===== config.mk =====
export PLATFORM = sky130hd
export DESIGN_NAME = unique_value_stack_flat
export DESIGN_NICKNAME = d
export VERILOG_FILES = /design/src/rtl/core/uvs_pkg.sv /design/src/rtl/core/uvs_if.sv /design/src/rtl/core/uvs_cell.sv /design/src/rtl/core/unique_value_stack.sv /design/src/flat_wrapper.sv
export SDC_FILE = /design/constraint.sdc
export NUM_CORES = 1
export LEC_CHECK = 0
export BUFFER_PORTS_ARGS = -buffer_cell sky130_fd_sc_hd__clkbuf_2
export CAP_MARGIN = 20
export CORE_MARGIN = 8
export CORE_UTILIZATION = 58
export DETAILED_ROUTE_END_ITERATION = 8
export PLACE_DENSITY = 0.78
export SLEW_MARGIN = 20
export SYNTH_ARGS = -nofsm -noshare
export SYNTH_HDL_FRONTEND = slang
export SYNTH_SLANG_ARGS = --single-unit
export TNS_END_PERCENT = 20

===== constraint.sdc =====
create_clock -name clk -period 6.6 [get_ports clk]
set_input_delay 1.32 -clock clk [delete_from_list [all_inputs] [get_ports clk]]
set_output_delay 1.32 -clock clk [all_outputs]
set_load 0.05 [all_outputs]

===== src/rtl/core/uvs_pkg.sv =====
`timescale 1ns / 1ps
// uvs_pkg: operation and status codes, payload widths and the cell control
// struct for the unique value stack; depends on nothing
package uvs_pkg;

  localparam int unsigned ActionW = 3;
  localparam int unsigned ValueW  = 32;
  localparam int unsigned IndexW  = 4;
  localparam int unsigned StatusW = 3;
  localparam int unsigned CountW  = 5;

  typedef logic [ActionW-1:0]        action_t;
  typedef logic signed [ValueW-1:0]  value_t;
  typedef logic [IndexW-1:0]         index_t;
  typedef logic [StatusW-1:0]        status_t;
  typedef logic [CountW-1:0]         count_t;

  // operation codes
  localparam action_t ACT_PUSH     = 3'd0;
  localparam action_t ACT_POP      = 3'd1;
  localparam action_t ACT_PEEK     = 3'd2;
  localparam action_t ACT_REMOVE   = 3'd3;
  localparam action_t ACT_CONTAINS = 3'd4;
  localparam action_t ACT_READ     = 3'd5;

  // result status codes
  localparam status_t ST_OK       = 3'd0;
  localparam status_t ST_DUP      = 3'd1;
  localparam status_t ST_FULL     = 3'd2;
  localparam status_t ST_EMPTY    = 3'd3;
  localparam status_t ST_NOTFOUND = 3'd4;
  localparam status_t ST_RANGE    = 3'd5;

  // per-cell update controls
  typedef struct packed {
    logic push_en;    // write the incoming value into this cell
    logic remove_en;  // a remove hit somewhere: cells at or above it close up
    logic live;       // this cell holds an entry below the fill count
  } cell_ctl_t;

endpackage


===== src/rtl/core/uvs_if.sv =====
`timescale 1ns / 1ps
// uvs_req_if and uvs_rsp_if: valid/ready channels of the unique value stack
// depends on uvs_pkg for payload types
interface uvs_req_if;
  logic               valid;
  logic               ready;
  uvs_pkg::action_t   action;
  uvs_pkg::value_t    value;
  uvs_pkg::index_t    index;

  modport source (output valid, action, value, index, input ready);
  modport sink   (input valid, action, value, index, output ready);
endinterface

interface uvs_rsp_if;
  logic               valid;
  logic               ready;
  uvs_pkg::value_t    data;
  logic               found;
  uvs_pkg::status_t   status;
  uvs_pkg::count_t    count;

  modport source (output valid, data, found, status, count, input ready);
  modport sink   (input valid, data, found, status, count, output ready);
endinterface


===== src/rtl/core/uvs_cell.sv =====
`timescale 1ns / 1ps
// uvs_cell: one stack entry with its own compare, hit chain and shift-down
// depends on uvs_pkg
module uvs_cell (
  input  logic               clk,
  input  uvs_pkg::cell_ctl_t ctl,
  input  uvs_pkg::value_t    value,
  input  uvs_pkg::value_t    upper_entry,
  input  logic               hit_in,
  output uvs_pkg::value_t    entry,
  output logic               hit_out
);
  import uvs_pkg::*;

  logic hit;

  // match against a live entry, carried up the row
  assign hit     = ctl.live && (entry == value);
  assign hit_out = hit_in || hit;

  // write on push, take the upper neighbor when closing up after a remove
  always_ff @(posedge clk) begin
    if (ctl.push_en) begin
      entry <= value;
    end else if (ctl.remove_en && hit_out) begin
      entry <= upper_entry;
    end
  end

endmodule


===== src/rtl/core/unique_value_stack.sv =====
`timescale 1ns / 1ps
// unique_value_stack: bounded stack of unique signed values built as a row
// of compare cells; depends on uvs_pkg, uvs_if and uvs_cell
//
//   channel  dir  payload                          item
//   req      in   action, value, index             one operation
//   rsp      out  data, found, status, count       one result per operation
//
// One item per cycle: the duplicate search, the close-up shift on remove and
// the indexed read all settle across the cell row in the accepting cycle.
// The result appears in the output register on the following cycle.
// req.ready stays high while the result register is empty or being taken,
// so a stalled rsp holds back only the next item.
// rst is synchronous; it empties the stack and the result register, and
// req.ready stays low while it is held.
module unique_value_stack #(
  parameter int unsigned DEPTH = 16
) (
  input  logic clk,
  input  logic rst,
  uvs_req_if.sink   req,
  uvs_rsp_if.source rsp
);
  import uvs_pkg::*;

  localparam int unsigned FillW = $clog2(DEPTH + 1);
  localparam int unsigned AddrW = (DEPTH > 1) ? $clog2(DEPTH) : 1;
  localparam int unsigned CmpW  = (FillW > IndexW) ? FillW : IndexW;

  logic [FillW-1:0] fill;
  logic [FillW-1:0] fill_next;

  logic     rsp_valid;
  value_t   rsp_data;
  logic     rsp_found;
  status_t  rsp_status;
  count_t   rsp_count;

  value_t   data_next;
  logic     found_next;
  status_t  status_next;

  logic     accept;
  logic     present;
  logic     empty;
  logic     full;
  logic     push_ok;
  logic     remove_hit;
  logic     index_past_top;

  logic [CmpW-1:0]  fill_ext;
  logic [CmpW-1:0]  index_ext;
  logic [CmpW-1:0]  rd_depth;
  logic [AddrW-1:0] rd_addr;

  value_t     entries [DEPTH];
  logic       hit_chain [DEPTH+1];
  cell_ctl_t  ctl [DEPTH];

  // handshake
  assign req.ready = !rst && (!rsp_valid || rsp.ready);
  assign accept    = req.valid && req.ready;

  assign rsp.valid  = rsp_valid;
  assign rsp.data   = rsp_data;
  assign rsp.found  = rsp_found;
  assign rsp.status = rsp_status;
  assign rsp.count  = rsp_count;

  // stack status
  assign empty      = (fill == '0);
  assign full       = (fill == FillW'(DEPTH));
  assign present    = hit_chain[DEPTH];
  assign push_ok    = accept && (req.action == ACT_PUSH) && !present && !full;
  assign remove_hit = accept && (req.action == ACT_REMOVE) && present;

  // cell row
  assign hit_chain[0] = 1'b0;
  for (genvar i = 0; i < DEPTH; i++) begin : g_cell
    assign ctl[i].live      = (FillW'(i) < fill);
    assign ctl[i].push_en   = push_ok && (fill == FillW'(i));
    assign ctl[i].remove_en = remove_hit;

    uvs_cell u_cell (
      .clk         (clk),
      .ctl         (ctl[i]),
      .value       (req.value),
      .upper_entry ((i == DEPTH - 1) ? entries[i] : entries[(i + 1) % DEPTH]),
      .hit_in      (hit_chain[i]),
      .entry       (entries[i]),
      .hit_out     (hit_chain[i+1])
    );
  end

  // read position: top for pop and peek, top minus index for indexed read
  assign fill_ext       = CmpW'(fill);
  assign index_ext      = CmpW'(req.index);
  assign index_past_top = (index_ext >= fill_ext);
  assign rd_depth       = fill_ext - CmpW'(1)
                          - ((req.action == ACT_READ) ? index_ext : '0);
  assign rd_addr        = rd_depth[AddrW-1:0];

  // result and fill update
  always_comb begin
    data_next   = '0;
    found_next  = 1'b0;
    status_next = ST_OK;
    fill_next   = fill;
    case (req.action)
      ACT_PUSH: begin
        if (present) begin
          found_next  = 1'b1;
          status_next = ST_DUP;
        end else if (full) begin
          status_next = ST_FULL;
        end else begin
          fill_next = fill + FillW'(1);
        end
      end
      ACT_POP: begin
        if (empty) begin
          status_next = ST_EMPTY;
        end else begin
          data_next = entries[rd_addr];
          fill_next = fill - FillW'(1);
        end
      end
      ACT_PEEK: begin
        if (empty) begin
          status_next = ST_EMPTY;
        end else begin
          data_next = entries[rd_addr];
        end
      end
      ACT_REMOVE: begin
        if (present) begin
          found_next = 1'b1;
          fill_next  = fill - FillW'(1);
        end else begin
          status_next = ST_NOTFOUND;
        end
      end
      ACT_CONTAINS: begin
        found_next = present;
      end
      ACT_READ: begin
        if (index_past_top) begin
          status_next = ST_RANGE;
        end else begin
          data_next = entries[rd_addr];
        end
      end
      default: begin
      end
    endcase
  end

  // fill count and result register
  always_ff @(posedge clk) begin
    if (rst) begin
      fill      <= '0;
      rsp_valid <= 1'b0;
    end else begin
      if (accept) begin
        fill      <= fill_next;
        rsp_valid <= 1'b1;
      end else if (rsp.ready) begin
        rsp_valid <= 1'b0;
      end
    end
  end

  always_ff @(posedge clk) begin
    if (accept) begin
      rsp_data   <= data_next;
      rsp_found  <= found_next;
      rsp_status <= status_next;
      rsp_count  <= CountW'(fill_next);
    end
  end

endmodule


===== src/flat_wrapper.sv =====
// flat-port wrapper written by rule: the top's interface ports become plain ports
module unique_value_stack_flat import uvs_pkg::*;
#(
  parameter int unsigned DEPTH = 16
)
  (clk, rst, req_valid, req_action, req_value, req_index, req_ready, rsp_valid, rsp_data, rsp_found, rsp_status, rsp_count, rsp_ready);
  uvs_req_if req_i ();
  uvs_rsp_if rsp_i ();
  input  logic clk;
  input  logic rst;
  input wire logic [$bits(req_i.valid)-1:0] req_valid;
  input wire logic [$bits(req_i.action)-1:0] req_action;
  input wire logic [$bits(req_i.value)-1:0] req_value;
  input wire logic [$bits(req_i.index)-1:0] req_index;
  output wire logic [$bits(req_i.ready)-1:0] req_ready;
  output wire logic [$bits(rsp_i.valid)-1:0] rsp_valid;
  output wire logic [$bits(rsp_i.data)-1:0] rsp_data;
  output wire logic [$bits(rsp_i.found)-1:0] rsp_found;
  output wire logic [$bits(rsp_i.status)-1:0] rsp_status;
  output wire logic [$bits(rsp_i.count)-1:0] rsp_count;
  input wire logic [$bits(rsp_i.ready)-1:0] rsp_ready;
  assign req_i.valid = req_valid;
  assign req_i.action = req_action;
  assign req_i.value = req_value;
  assign req_i.index = req_index;
  assign req_ready = req_i.ready;
  assign rsp_valid = rsp_i.valid;
  assign rsp_data = rsp_i.data;
  assign rsp_found = rsp_i.found;
  assign rsp_status = rsp_i.status;
  assign rsp_count = rsp_i.count;
  assign rsp_i.ready = rsp_ready;
  unique_value_stack #(.DEPTH(DEPTH)) u_core (.clk(clk), .rst(rst), .req(req_i), .rsp(rsp_i));
endmodule

==> summary.md <==
| Metric | Value |
|---|---|
| Period minus WS final | `~5.6 ns` |
| Worst-path maximum fanout | `20` |
| Via/cell ratio | `approximately 7.3` |
| Final Instance Area | `about 0.040 sq mm` |
| Crit path largest cell delay | `between 0.6 and 0.7 ns` |
| Starting Density | `0.5858` |
| Max rail drop VDD | `between 0.0002 and 0.00025 V` |
| Final Max Tran Viols | `0` |
| Worst path cell trace | `clkbuf_2 -> buf_4 -> xnor2_1 -> nand4_1 -> or4_1 -> nor4_1 -> a41oi_1 -> nand3b_4 -> nor4_1 -> or3_4 -> o21ai_2 -> buf_4` |
| Initial antenna violation count | `1` |
| Critical path capture point type | `flop` |
| Top post-synthesis cells by area | `edfxtp_1 (46%), mux2_2 (9.7%), mux4_2 (8.0%)` |
| Placed inst area | `around 0.038 sq mm` |
| Leakage | `13.08 nW` |
| Pin count of the biggest net entering global routing | `55` |
| Grt total ovfl | `0` |
| Number of core rows | `about 90` |
| PortBufs | `85` |
| Pwr Density | `221.6 mW/mm^2` |
| Synth Area per Inst | `13.25 sq um` |
| Htree depth | `2` |
| Initial drt markers | `just under 5000` |
| Fin crit share | `0.8456` |
| Mapped Area | `around 0.036 sq mm` |
| Hpwl dp | `~110000 microns` |
| Max Cap Viol | `0` |
| # IOs | `between 80 and 90` |
| CP max-delay cell | `nor4_1` |
| Actual slew at the worst max-slew pin | `roughly 1.1 ns` |
| Clk_lat worst skew | `around 0.64 ns` |
| Final Util | `0.6435` |
| GP Congestion | `between 1 and 1.5` |
| Sequential share of the synthesized area | `0.4635` |
| CTS sink count | `559` |
| Reg clk slew, reported paths | `roughly 0.06 ns` |
| Drt total wl | `140100 microns` |
| Critical Path AT | `between 5 and 6 ns` |
| Worst path bufs/invs | `3` |
| Design Power | `0.008784 W` |
| Crit Path Category | `in2reg` |
| Hold slack | `~0.61 ns` |
| Post-route ant nets | `0` |
| Final Hold Viols | `0` |
| Crit path max-delay family | `simple AND/OR/NAND/NOR gates` |
| Largest area contributor in the netlist | `edfxtp_1` |
| Synth Flop Type | `edfxtp_1` |
| Clock tree buffer depth | `3` |
| Startpoint types | `input port` |
| Routed WL per cell | `38.42 microns` |
| Top cell type's share of synthesized area | `0.4602` |
| Die ar. | `~0.070 sq mm` |
| CTS tree | `done` |
| Post-synth top cells | `edfxtp_1 (553), mux2_2 (311), xnor2_1 (263)` |
| Min-Delay Path Class | `reg2reg` |
| CTS root buf | `clkbuf_16` |
| Die Y | `265.4 microns` |
| Syn Inst Count | `approximately 2700` |
| Core Footprint | `0.06160 sq mm` |
| Fmax | `about 0.18 GHz` |
| Final setup skew | `~0.027 ns` |
| TritonRoute pass-1 iters | `5` |
| Post-synth EDFFs | `~550` |
| Via Count | `~27000` |
| Resize count post-CTS | `0` |
| Unrepaired setup endpoints after global routing | `no` |
| Post-synth net total | `between 2000 and 3000` |
| Global-route wire length before repair | `194600 microns` |
| Synth warnings | `0` |
| Post-CTS setup-driven buffer insertion count | `0` |
| Vias in the first global route | `about 25000` |
| Max-Slew Margin vs Limit | `0.2598` |
| Layout cell share with drive strength beyond 1 | `0.2986` |
| Final setup violation count | `0` |
| Status | `finished, final reports clean` |
| FF+latch count, synth | `about 560` |
| Area growth, synth to finish | `9.851%` |
| Final setup TNS | `0 ns` |
| DIE WIDTH | `approximately 270 microns` |
| Netlist cell types | `83` |
| Final net count | `between 2000 and 3000` |
| Hold Buf Count CTS | `0` |
| GRT Overall Usage | `0.3889` |
| DRC | `0` |
| Total CTS buffers | `61` |
| Synth async-reset ratio | `0` |
| Crit path required time | `slightly below 7 ns` |
| Most frequent cell after synthesis | `edfxtp_1` |
| ANT cells | `0` |
[power by group]
part	leakage, nW	total (W)	switching (W)	internal, W
Combinational	7.09	0.00151	0.00101	0.000498
Clock	0.944	0.00339	0.00149	0.00190
Sequential	5.04	0.00389	0.0000155	0.00387
Total	13.1	0.00878	0.00251	0.00627
[cell usage in the layout, fill, tap and decap left out, types with 5 or more instances in the layout]
| master | n |
|---|---|
| a211oi_1 | 65 |
| inv_1 | 16 |
| or4_1 | 11 |
| clkbuf_16 | 64 |
| clkbuf_2 | 85 |
| dfxtp_1 | 6 |
| nor4_1 | 101 |
| or3_1 | 6 |
| nand3_1 | 32 |
| o21ai_2 | 5 |
| nand4b_1 | 12 |
| buf_12 | 37 |
| o21ai_4 | 8 |
| clkbuf_1 | 13 |
| nand2b_1 | 12 |
| mux2i_1 | 36 |
| nor3_1 | 31 |
| ha_1 | 11 |
| clkinv_1 | 13 |
| and2_1 | 6 |
| clkinv_2 | 13 |
| nand2_2 | 6 |
| edfxtp_1 | 553 |
| mux2_2 | 311 |
| xnor2_1 | 261 |
| nand2_1 | 83 |
| mux2_4 | 42 |
| mux2_1 | 97 |
| nor4b_1 | 13 |
| nor2b_1 | 50 |
| buf_4 | 91 |
| and3_1 | 8 |
| nor2_1 | 66 |
| o21ai_0 | 41 |
| mux4_2 | 128 |
| xor2_1 | 249 |
| a21oi_1 | 7 |
| nand4_1 | 111 |
[through the flow]
step | setup slack, ns | cells
after floorplan | 0.1966 | 2723
after global routing | 1.184 | 3647
final | 1.019 | 3647
after global placement | 0.4293 | 3533
after detailed placement | 0.7657 | 3533
after CTS | 1.387 | 3647
[layout make-up]
cell class,count,area (sq um)
inverter,18,67.56
fill,4450,21960
multi-input combinational,1906,18020
timing repair buffer,213,1849
sequential,559,16730
clock buffer,79,1678
clock inverter,35,256.5
tap,837,1047
[per-layer routing]
| layer | track usage | wire [microns] | vias to the layer above |
|---|---|---|---|
| li1 | - | - | 10539 |
| met1 | 0.5828 | 57160 | 13556 |
| met2 | 0.5257 | 55580 | 2404 |
| met3 | 0.1408 | 22390 | 233 |
| met4 | 0.1064 | 4994 | 0 |
| met5 | 0 | 0 | - |
[flip-flops by register name, indices dropped and copies added, names as in the netlist]
| signal | count |
|---|---|
| u_core.g_cell.u_cell.entry | 512 |
| u_core.rsp.found | 1 |
| u_core.rsp.count | 5 |
| u_core.rsp.status | 3 |
| u_core.fill | 5 |
| u_core.rsp.valid | 1 |
| u_core.rsp.data | 32 |
[worst reg2reg max path, cell delays in order, from the launching register on]
cell       delay [ns]
dfxtp_1          0.93
nor3b_1          0.90
a2111oi_0        0.31
nand4bb_1        0.17
or4_1            0.13
o2111a_1         0.25
nand4_2          0.22
nor4_4           0.54
buf_4            0.26
nand3_4          0.51
o21ai_4          0.26
buf_4            0.35
[kinds of logic after synthesis]
logic type / after synthesis / share of synthesized area
AOI/OAI and AO/OA: 169 / 0.03180
xor gates and xnor gates: 512 / 0.1243
adders and majority gates: 13 / 0.004715
buffers and inverters: 258 / 0.04143
DFF: 559 / 0.4635
muxes: 614 / 0.2347
and+or+nand+nor: 598 / 0.09962
[worst paths after layout]
| check | startpoint | endpoint | slack [ns] | cells after the start |
|---|---|---|---|---|
| worst max-delay path | req_value[2] | u_core.g_cell[9].u_cell.entry[6] | 1.02 | 12 |
| worst min-delay path | u_core.rsp.valid | u_core.rsp.valid | 0.61 | 3 |
| worst max register to register | u_core.fill[3] | u_core.g_cell[1].u_cell.entry[6] | 1.43 | 11 |
| worst min register to register | u_core.rsp.valid | u_core.rsp.valid | 0.61 | 3 |
(Power assumes the default switching activity.)
